===== config.mk =====
export PLATFORM = sky130hd
export DESIGN_NAME = adaptive_touch_detector
export DESIGN_NICKNAME = d
export VERILOG_FILES = /design/src/rtl/core/atd_pkg.sv /design/src/rtl/core/adaptive_touch_detector.sv
export SDC_FILE = /design/constraint.sdc
export NUM_CORES = 1
export LEC_CHECK = 0
export BUFFER_PORTS_ARGS = -buffer_cell sky130_fd_sc_hd__buf_2
export CORE_MARGIN = 1.5
export CORE_UTILIZATION = 55
export CTS_BUF_LIST = sky130_fd_sc_hd__clkbuf_4
export DETAILED_ROUTE_END_ITERATION = 10
export PLACE_DENSITY_LB_ADDON = 0.12
export SYNTH_ARGS = -nofsm -noshare
export SYNTH_HDL_FRONTEND = slang
export SYNTH_SLANG_ARGS = --single-unit

===== constraint.sdc =====
create_clock -name clk_i -period 11.3 [get_ports clk_i]
set_clock_uncertainty 0.1 [all_clocks]
set_input_delay 3.39 -clock clk_i [delete_from_list [all_inputs] [get_ports clk_i]]
set_output_delay 3.39 -clock clk_i [all_outputs]
set_load 0.01 [all_outputs]

===== src/rtl/core/atd_pkg.sv =====
// Package for the adaptive touch detector: register indexes, reset values
// and fixed widths. No dependencies.
`default_nettype none
package atd_pkg;

  localparam int unsigned MEAS_W_DEF = 16;
  localparam int unsigned ACC_W      = 32;
  localparam int unsigned CFG_IDX_W  = 3;
  localparam int unsigned CFG_DATA_W = 16;
  localparam int unsigned OUT_W      = 16;

  // config register indexes
  localparam logic [CFG_IDX_W-1:0] REG_MARGIN_DIV   = 3'd0;
  localparam logic [CFG_IDX_W-1:0] REG_NOISE_MULT   = 3'd1;
  localparam logic [CFG_IDX_W-1:0] REG_BASE_SHIFT   = 3'd2;
  localparam logic [CFG_IDX_W-1:0] REG_NOISE_SHIFT  = 3'd3;
  localparam logic [CFG_IDX_W-1:0] REG_BOGUS_LIMIT  = 3'd4;
  localparam logic [CFG_IDX_W-1:0] REG_ASSUMED_MEAS = 3'd5;
  localparam logic [CFG_IDX_W-1:0] REG_ASSUMED_NOISE = 3'd6;

  // register reset values
  localparam logic [7:0]  MARGIN_DIV_RST    = 8'd8;
  localparam logic [3:0]  NOISE_MULT_RST    = 4'd4;
  localparam logic [3:0]  BASE_SHIFT_RST    = 4'd4;
  localparam logic [3:0]  NOISE_SHIFT_RST   = 4'd4;
  localparam logic [15:0] BOGUS_LIMIT_RST   = 16'd65535;
  localparam logic [15:0] ASSUMED_MEAS_RST  = 16'd1000;
  localparam logic [15:0] ASSUMED_NOISE_RST = 16'd10;

endpackage
`default_nettype wire


===== src/rtl/core/adaptive_touch_detector.sv =====
// Adaptive capacitive touch detector with baseline and noise tracking.
// Depends on atd_pkg.
//
//  channel | direction | signals
//  --------+-----------+------------------------------------------------
//  in      | sink      | in_valid_i/in_ready_o, measurement_i, latch_was_read_i
//  out     | source    | out_valid_o/out_ready_i, accepted_o .. noise_level_o
//  cfg     | sink      | cfg_valid_i/cfg_ready_o, cfg_index_i, cfg_data_i
//
// A valid word passes the noise, divide, margin, decide, base and output states:
// the margin quotient comes from a restoring divider, one quotient bit a cycle.
// A bogus word goes from idle straight to output. One word is worked on at a
// time; in_ready_o is high in idle, and the next word is taken while the
// result register still waits on out_ready_i. Reset loads the register
// defaults and the estimates that follow from them.
`default_nettype none
module adaptive_touch_detector import atd_pkg::*; #(
  parameter int unsigned MEASURE_WIDTH = MEAS_W_DEF
) (
  input  wire logic                     clk_i,
  input  wire logic                     rst_ni,
  input  wire logic                     in_valid_i,
  output logic                          in_ready_o,
  input  wire logic [MEASURE_WIDTH-1:0] measurement_i,
  input  wire logic                     latch_was_read_i,
  output logic                          out_valid_o,
  input  wire logic                     out_ready_i,
  output logic                          accepted_o,
  output logic                          touching_o,
  output logic                          touched_event_o,
  output logic                          released_event_o,
  output logic                          touch_latch_o,
  output logic [OUT_W-1:0]              baseline_o,
  output logic [OUT_W-1:0]              noise_level_o,
  input  wire logic                     cfg_valid_i,
  output logic                          cfg_ready_o,
  input  wire logic [CFG_IDX_W-1:0]     cfg_index_i,
  input  wire logic [CFG_DATA_W-1:0]    cfg_data_i
);

  localparam int unsigned W     = MEASURE_WIDTH;
  localparam int unsigned MW    = W + 6;
  localparam int unsigned CMP_W = (W > 16) ? W : 16;
  localparam int unsigned CNT_W = $clog2(W);

  localparam logic [2:0] S_IDLE   = 3'd0;
  localparam logic [2:0] S_NOISE  = 3'd1;
  localparam logic [2:0] S_DIV    = 3'd2;
  localparam logic [2:0] S_MARGIN = 3'd3;
  localparam logic [2:0] S_DECIDE = 3'd4;
  localparam logic [2:0] S_BASE   = 3'd5;
  localparam logic [2:0] S_OUT    = 3'd6;

  localparam logic [W-1:0]     BVAL_RST = W'(ASSUMED_MEAS_RST);
  localparam logic [W-1:0]     NVAL_RST = W'(ASSUMED_NOISE_RST);
  localparam logic [ACC_W-1:0] BACC_RST = ACC_W'(BVAL_RST) << BASE_SHIFT_RST;
  localparam logic [ACC_W-1:0] NACC_RST = ACC_W'(NVAL_RST) << NOISE_SHIFT_RST;

  logic [2:0] state_q, state_d;

  // config registers
  logic [7:0]  div_q, div_d;
  logic [3:0]  nmul_q, nmul_d;
  logic [3:0]  bsh_q, bsh_d;
  logic [3:0]  nsh_q, nsh_d;
  logic [15:0] lim_q, lim_d;
  logic [15:0] am_q, am_d;
  logic [15:0] an_q, an_d;
  logic        reload;

  // tracking state
  logic [W-1:0]     bval_q, prev_q, nval_q;
  logic [ACC_W-1:0] bacc_q, nacc_q;
  logic             touch_q, latch_q, pend_q;

  // per-word working registers
  logic [W-1:0]     m_q, dq_q;
  logic [7:0]       rem_q;
  logic [CNT_W-1:0] cnt_q;
  logic [W+4:0]     margin_q;
  logic             ok_q, now_q, rise_q, fall_q;

  // result register
  logic             out_valid_q;
  logic             o_acc_q, o_touch_q, o_rise_q, o_fall_q, o_latch_q;
  logic [OUT_W-1:0] o_base_q, o_noise_q;

  logic in_fire, cfg_fire, out_load;

  assign in_ready_o  = (state_q == S_IDLE);
  assign cfg_ready_o = (state_q == S_IDLE);
  assign in_fire     = in_valid_i && in_ready_o;
  assign cfg_fire    = cfg_valid_i && cfg_ready_o;
  assign out_load    = (state_q == S_OUT) && (!out_valid_q || out_ready_i);

  // config decode
  always_comb begin
    div_d  = div_q;
    nmul_d = nmul_q;
    bsh_d  = bsh_q;
    nsh_d  = nsh_q;
    lim_d  = lim_q;
    am_d   = am_q;
    an_d   = an_q;
    reload = 1'b0;
    if (cfg_fire) begin
      reload = 1'b1;
      case (cfg_index_i)
        REG_MARGIN_DIV:    div_d  = cfg_data_i[7:0];
        REG_NOISE_MULT:    nmul_d = cfg_data_i[3:0];
        REG_BASE_SHIFT:    bsh_d  = cfg_data_i[3:0];
        REG_NOISE_SHIFT:   nsh_d  = cfg_data_i[3:0];
        REG_BOGUS_LIMIT:   lim_d  = cfg_data_i;
        REG_ASSUMED_MEAS:  am_d   = cfg_data_i;
        REG_ASSUMED_NOISE: an_d   = cfg_data_i;
        default:           reload = 1'b0;
      endcase
    end
  end

  // datapath terms
  logic [W-1:0]     diff;
  logic [ACC_W-1:0] nacc_new, bacc_new;
  logic [8:0]       trial;
  logic             q_bit;
  logic [W+3:0]     prod;
  logic             up, down, bogus;

  always_comb begin
    bogus    = !(CMP_W'(measurement_i) < CMP_W'(lim_q));
    diff     = (m_q > prev_q) ? (m_q - prev_q) : (prev_q - m_q);
    nacc_new = nacc_q - ACC_W'(nval_q) + ACC_W'(diff);
    trial    = {rem_q, dq_q[W-1]};
    q_bit    = (trial >= {1'b0, div_q});  // divisor zero gives all ones
    prod     = (W+4)'(nmul_q) * (W+4)'(nval_q);
    up       = MW'(m_q) > (MW'(bval_q) + MW'(margin_q));
    down     = MW'(bval_q) > (MW'(m_q) + MW'(margin_q));
    bacc_new = bacc_q - ACC_W'(bval_q) + ACC_W'(m_q);
  end

  always_comb begin
    state_d = state_q;
    case (state_q)
      S_IDLE:   if (in_fire) state_d = bogus ? S_OUT : S_NOISE;
      S_NOISE:  state_d = S_DIV;
      S_DIV:    if (cnt_q == '0) state_d = S_MARGIN;
      S_MARGIN: state_d = S_DECIDE;
      S_DECIDE: state_d = S_BASE;
      S_BASE:   state_d = S_OUT;
      S_OUT:    if (out_load) state_d = S_IDLE;
      default:  state_d = S_IDLE;
    endcase
  end

  always_ff @(posedge clk_i or negedge rst_ni) begin
    if (!rst_ni) begin
      state_q     <= S_IDLE;
      div_q       <= MARGIN_DIV_RST;
      nmul_q      <= NOISE_MULT_RST;
      bsh_q       <= BASE_SHIFT_RST;
      nsh_q       <= NOISE_SHIFT_RST;
      lim_q       <= BOGUS_LIMIT_RST;
      am_q        <= ASSUMED_MEAS_RST;
      an_q        <= ASSUMED_NOISE_RST;
      bval_q      <= BVAL_RST;
      prev_q      <= BVAL_RST;
      nval_q      <= NVAL_RST;
      bacc_q      <= BACC_RST;
      nacc_q      <= NACC_RST;
      touch_q     <= 1'b0;
      latch_q     <= 1'b0;
      pend_q      <= 1'b0;
      out_valid_q <= 1'b0;
      m_q         <= '0;
      dq_q        <= '0;
      rem_q       <= '0;
      cnt_q       <= '0;
      margin_q    <= '0;
      ok_q        <= 1'b0;
      now_q       <= 1'b0;
      rise_q      <= 1'b0;
      fall_q      <= 1'b0;
      o_acc_q     <= 1'b0;
      o_touch_q   <= 1'b0;
      o_rise_q    <= 1'b0;
      o_fall_q    <= 1'b0;
      o_latch_q   <= 1'b0;
      o_base_q    <= '0;
      o_noise_q   <= '0;
    end else begin
      state_q <= state_d;
      div_q   <= div_d;
      nmul_q  <= nmul_d;
      bsh_q   <= bsh_d;
      nsh_q   <= nsh_d;
      lim_q   <= lim_d;
      am_q    <= am_d;
      an_q    <= an_d;

      if (reload) begin
        // reload estimates with the freshly written registers
        bval_q <= W'(am_d);
        prev_q <= W'(am_d);
        nval_q <= W'(an_d);
        bacc_q <= ACC_W'(W'(am_d)) << bsh_d;
        nacc_q <= ACC_W'(W'(an_d)) << nsh_d;
      end

      if (out_load) begin
        out_valid_q <= 1'b1;
      end else if (out_ready_i) begin
        out_valid_q <= 1'b0;
      end

      case (state_q)
        S_IDLE: begin
          if (in_fire) begin
            m_q    <= measurement_i;
            dq_q   <= measurement_i;
            rem_q  <= '0;
            cnt_q  <= CNT_W'(W - 1);
            ok_q   <= !bogus;
            rise_q <= 1'b0;
            fall_q <= 1'b0;
            pend_q <= pend_q | latch_was_read_i;
          end
        end
        S_NOISE: begin
          nacc_q <= nacc_new;
          nval_q <= W'(nacc_new >> nsh_q);
          prev_q <= m_q;
        end
        S_DIV: begin
          rem_q <= q_bit ? trial[7:0] - div_q : trial[7:0];
          dq_q  <= {dq_q[W-2:0], q_bit};
          cnt_q <= cnt_q - CNT_W'(1);
        end
        S_MARGIN: begin
          margin_q <= (W+5)'(dq_q) + (W+5)'(prod);
        end
        S_DECIDE: begin
          now_q <= up ? 1'b1 : (down ? 1'b0 : touch_q);
        end
        S_BASE: begin
          if (now_q == touch_q) begin
            bacc_q <= bacc_new;
            bval_q <= W'(bacc_new >> bsh_q);
          end else begin
            // touch state changed: baseline snaps to the measurement
            bacc_q <= ACC_W'(m_q) << bsh_q;
            bval_q <= m_q;
          end
          rise_q  <= now_q && !touch_q;
          fall_q  <= !now_q && touch_q;
          if (now_q && !touch_q) begin
            latch_q <= 1'b1;
          end else if (latch_q && pend_q) begin
            latch_q <= 1'b0;
          end
          pend_q  <= 1'b0;
          touch_q <= now_q;
        end
        S_OUT: begin
          if (out_load) begin
            o_acc_q   <= ok_q;
            o_touch_q <= touch_q;
            o_rise_q  <= rise_q;
            o_fall_q  <= fall_q;
            o_latch_q <= latch_q;
            o_base_q  <= OUT_W'(bval_q);
            o_noise_q <= OUT_W'(nval_q);
          end
        end
        default: ;
      endcase
    end
  end

  assign out_valid_o      = out_valid_q;
  assign accepted_o       = o_acc_q;
  assign touching_o       = o_touch_q;
  assign touched_event_o  = o_rise_q;
  assign released_event_o = o_fall_q;
  assign touch_latch_o    = o_latch_q;
  assign baseline_o       = o_base_q;
  assign noise_level_o    = o_noise_q;

endmodule
`default_nettype wire

==> impl_metrics.yaml, run 1 <==
detailed_routing:
  totalWireLength_um: 98100
  drt-vias-per-instance: 6.36
  dr_total_vias: 25300
  drcViolationCount: 0
  drt_iter0_markers: 2236
  first_pass_iters: 8
  wl_per_cell_um: 24.7
  postRouteAntennaNets: 0
run_status:
  status: "finished clean"
floorplanning:
  rows: 82
  core-area_um2: 50200
  start_util_pct: 55.7
  dieArea_um2: 52200
  die-width_um: 229
  io_pins: 81
  die_height_um: 229
timing:
  period_needed_ns: 8.06
  worstMarginPinSlew_ns: 1.23
  hold_violations: 0
  setup_violations: 0
  period_share_pct: 71.3
  maxSlewHeadroom_pct: 18.0
  rsz0062_at_grt: "false"
  drv_slew: 0
  fmax_mhz: 124
  final.setup.tns_ns: 0
worst_setup_path:
  rr_startpoint: "m_q[0]"
  r2r-end: "nval_q[12]"
  max_stage_delay_ns: 0.72
  crit_arrival_ns: 8.72
  cp.required_ns: 11.96
  crit_path_start: "m_q[0]"
  cp-start-kind: "register"
  end_kind: "register"
  reg2reg_depth: 26
  crit_path_end: "nval_q[12]"
  crit_type: "reg -> reg"
  critPathMaxFanout: 17
  reg2reg_slack_ns: 3.24
  slowest_stage: "nor4bb_1"
cts:
  cts_buffers: 88
  cts_setup_buffers: 0
  root_buffer: "clkbuf_4"
  hold_buffers: 0
  cts_tree: "yes"
  cts-resized-gates: 0
  cts.path.max_buffers: 3
  worstSkewPairLatency_ns: 0.88
  h-tree-depth: 3
  cts.sinks: 291
  clkSlewWorstSetupHoldPaths_ns: 0.07
layout:
  nets: 3570
  seq_area_um2: 7350
  biggestRegsByFlops: "bacc_q x31, nacc_q x31, margin_q x21"
  multi_input_area_um2: 19000
  syn_to_final_growth_pct: 7.48
  layout-drive-gt1-share_pct: 16.0
  fillers: 4447
global_routing:
  antenna_found_initial: 4
  grt.total_usage_pct: 37.7
  grt_max_degree: 136
  met3_usage_pct: 6.04
  grt-ovfl-total: 0
  grt_pass1_wl_um: 151000
  grt_pass1_vias: 25100
  busiest_layer: "met2"
  grtUsageMet1_pct: 48.5
  grtUsageMet2_pct: 59.7
run:
  cap_violations: 0
synthesis:
  synth_seq_area_share_pct: 26.3
  synthTopCellsByArea: "dfrtp_1 (22%), ha_1 (9.6%), mux2i_1 (6.8%)"
  synth_cell_type_count: 88
  synth_top_area_cell: "dfrtp_1"
  post-synth-top-count-cell: "nand2_1"
  syn-num-nets: 3526
  ys_top_cells_by_count: "nand2_1 (286), inv_1 (278), dfrtp_1 (241), nor2_1 (221)"
  synthArstFlopShare_pct: 100
  syn_inst: 3191
  syn_area_per_cell_um2: 8.77
  ys_seq_elements: 291
  synth_top_area_share_pct: 21.6
  synth_edf_count: 0
  netlist_area_um2: 28000
  synth_flop_cell: "dfrtp_1"
  yosys_warnings: 0
place:
  port-buffer-count: 80
  post-dp-hpwl_um: 75700
  routabilityCongestion: 1.03
worst_hold_path:
  hold_path_class: "reg -> reg"
[metal layers]
| layer | part of all wire, % | up-vias |
|---|---|---|
| li1 | - | 11600 |
| met1 | 41 | 12300 |
| met2 | 45 | 1069 |
| met3 | 6.8 | 280 |
| met4 | 6.6 | 4 |
| met5 | 0.019 | - |
[kinds of logic after synthesis]
group	synth area share (%)
buffers and inverters	6.09
AND/OR/NAND/NOR	13.6
AO/OA/AOI/OAI	19.9
multiplexers	15.3
adder cells (fa/ha/maj)	15.3
XOR/XNOR	3.48
flip-flops	26.3
[through the flow]
stage / instance area [um^2] / cells / hold slack (ns) / utilization, % / worst slack (ns)
after global routing: 30100 / 3979 / 0.416 / 59.9 / 2.83
final: 30100 / 3980 / 0.393 / 59.9 / 3.24
after floorplan: 28000 / 3191 / 0.339 / - / 4.58
after global placement: 28900 / 3817 / 0.361 / 57.6 / 3.64
after detailed placement: 28900 / 3817 / 0.372 / 57.6 / 3.43
after CTS: 30100 / 3978 / 0.387 / 59.9 / 3.46
[area by class of cell]
cell class                      instances  area share, %
Antenna cell                            2         0.0166
Clock inverter                         41          0.799
Multi-Input combinational cell       2454           63.1
Sequential cell                       291           24.4
Timing Repair Buffer                  115           2.28
Inverter                              285           3.56
Clock buffer                          120           3.00
Tap cell                              672           2.80
[worst max-delay path: cells and delay by family (launching register included)]
| family | cells | cell delay [ns] |
|---|---|---|
| buf+inv | 2 | 0.26 |
| simple gates | 4 | 1.09 |
| compound gates | 13 | 3.50 |
| mux | 2 | 0.73 |
| xor+xnor | 1 | 0.30 |
| fa+ha+maj | 4 | 1.53 |
| flops | 1 | 0.45 |
[cell usage in the layout, fill, tap and decap left out, types with 80 or more instances in the layout]
cell      count
nor2_1      219
fa_1         80
ha_1        214
clkbuf_4    120
o21ai_0     208
a21oi_1     214
mux2_2      147
mux2i_1     189
inv_1       278
dfrtp_1     240
nand2_1     285
[worst min path at each step]
| stage | to | cells past startpoint | from | slack (ns) |
|---|---|---|---|---|
| 2_1_floorplan | latch_q | 2 | latch_q | 0.34 |
| 5_1_grt | noise_level_o[6] | 1 | noise_level_o[6] | 0.42 |
| 6_report | latch_q | 2 | latch_q | 0.39 |
| 3_5_place_dp | latch_q | 2 | latch_q | 0.37 |
| 4_1_cts | latch_q | 2 | latch_q | 0.39 |
| 3_3_place_gp | latch_q | 2 | latch_q | 0.36 |
Power of run 1 is not shown: default switching activity piles up to over one toggle a cycle in this logic, so the estimate is an artifact.
==> inputs of run 2 (changes only) <==
Clock period 11.3 ns to 6.75 ns, I/O delays scaled along.
==> run 2 against run 1 <==
Compared with the run above:
- utilization rose by 2.3 points
- flip-flop and latch count did not move
- critical path type unchanged
- cell area rose by 3.8%
- wire length fell by 1.7%
- non-clock buffer count rose by 113
- register-to-register slack got worse by 3.2 ns
- count of clock-buffer cells in the layout did not move
- die area did not move
- via count rose by 2.5%
- cell count rose by 2.6%
==> impl_metrics.yaml, run 2 (synthesized netlist as in run 1, its figures left out) <==
run_status:
  status: "finished clean"
floorplanning:
  io_pins: 81
  core-area_um2: 50200
  die_height_um: 229
  rows: 82
  start_util_pct: 55.7
  die-width_um: 229
  dieArea_um2: 52200
place:
  port-buffer-count: 80
  placed_area_um2: 29700
  post-dp-hpwl_um: 73700
  placedCellCount: 3919
  routabilityCongestion: 1.02
detailed_routing:
  first_pass_iters: 6
  drt_iter0_markers: 2854
  wl_per_cell_um: 23.6
  drt-vias-per-instance: 6.36
  totalWireLength_um: 96500
  postRouteAntennaNets: 0
  dr_total_vias: 26000
  drcViolationCount: 0
layout:
  mostFrequentLayoutCell: "nand2_1"
  stdcell_count: 4082
  fillers: 4457
  biggestRegsByFlops: "bacc_q x31, nacc_q x31, margin_q x21"
  nets: 3681
  design_area_um2: 31200
  layout-drive-gt1-share_pct: 20.0
  syn_to_final_growth_pct: 11.6
  layout_common_cells: "nand2_1 (284), inv_1 (277), dfrtp_1 (240), nor2_1 (216), ha_1 (210)"
cts:
  cts_buffers: 86
  clkSlewWorstSetupHoldPaths_ns: 0.06
  hold_buffers: 0
  cts_tree: "yes"
  worstSkewPairLatency_ns: 0.88
  root_buffer: "clkbuf_4"
  h-tree-depth: 3
  cts.path.max_buffers: 3
  cts.sinks: 291
global_routing:
  grt_pass1_wl_um: 148000
  grt_pass1_vias: 24900
  grt_max_degree: 108
  antenna_found_initial: 3
  grt.total_usage_pct: 36.6
  grt-ovfl-total: 0
worst_setup_path:
  crit_family: "compound AO/OA/AOI/OAI gates"
  crit_type: "reg -> reg"
  critPathMaxFanout: 5
  cp.depth: 26
  cp.required_ns: 7.38
  crit_arrival_ns: 7.29
  cp-start-kind: "register"
  reg2reg_slack_ns: 0.09
  end_kind: "register"
  rr_startpoint: "prev_q[9]"
  r2r-end: "nval_q[10]"
  crit_path_end: "nval_q[10]"
  max_stage_delay_ns: 0.53
  critPathBufInv: 4
  slowest_stage: "dfstp_2"
  reg2reg_depth: 26
  crit_path_start: "prev_q[9]"
timing:
  hold_violations: 0
  final.setup.tns_ns: 0
  worstMarginPinSlew_ns: 1.05
  period_share_pct: 98.7
  setup_violations: 0
  fmax_mhz: 150
  drv_slew: 0
  rsz0062_at_grt: "true"
  period_needed_ns: 6.66
  maxSlewHeadroom_pct: 29.1
worst_hold_path:
  hold_path_class: "reg -> reg"
run:
  cap_violations: 0
-- run 2: final cells by class --
type	count	area (um^2)	share of cell area, %
clock buffers	120	901	2.89
multi-input cells	2454	19300	61.8
flip-flops and latches	291	7350	23.5
well taps	672	841	2.69
inverters	285	1070	3.43
diodes	2	5.00	0.0160
clock inverters	30	181	0.581
repair buffers	228	1580	5.05
-- run 2: how the worst min path moves through the flow --
stage / startpoint / slack (ns) / depth (start not counted) / end
2_1_floorplan: latch_q / 0.34 / 2 / latch_q
3_3_place_gp: latch_q / 0.36 / 2 / latch_q
3_5_place_dp: latch_q / 0.37 / 2 / latch_q
4_1_cts: latch_q / 0.38 / 2 / latch_q
5_1_grt: latch_q / 0.41 / 2 / latch_q
6_report: latch_q / 0.38 / 2 / latch_q
-- run 2: per-layer routing --
layer  wire (um)  track usage, %  vias up  part of all wire, %
met3        6760            5.14      314                  7.0
met2       43600            58.3     1199                   45
met5          13               0        -                0.013
met1       39200            46.7    12600                   41
met4        6980            23.4        2                  7.2
li1            -               -    11800                    -
-- run 2: metrics by stage --
stage / hold WS [ns] / utilization, % / setup WS [ns]
floorplan: 0.339 / - / 0.0304
global placement: 0.358 / 59.2 / 0.0236
detailed placement: 0.368 / 59.2 / -0.110
CTS: 0.384 / 61.6 / 0.00739
global route: 0.405 / 62.2 / -0.241
finish: 0.377 / 62.2 / 0.0891
-- run 2: repair_timing --
action | CTS | global route
pin swaps | 11 | 10
buffers inserted | 5 | 7
setup endpoints to repair | 10 | 19
gates resized for setup | 16 | 53
-- run 2: worst min-delay path, stage by stage (launching register included) --
cell,delay [ns]
dfrtp_1,0.34
nand2_1,0.05
nand2_1,0.05
Power of run 2 is left out for the same reason.
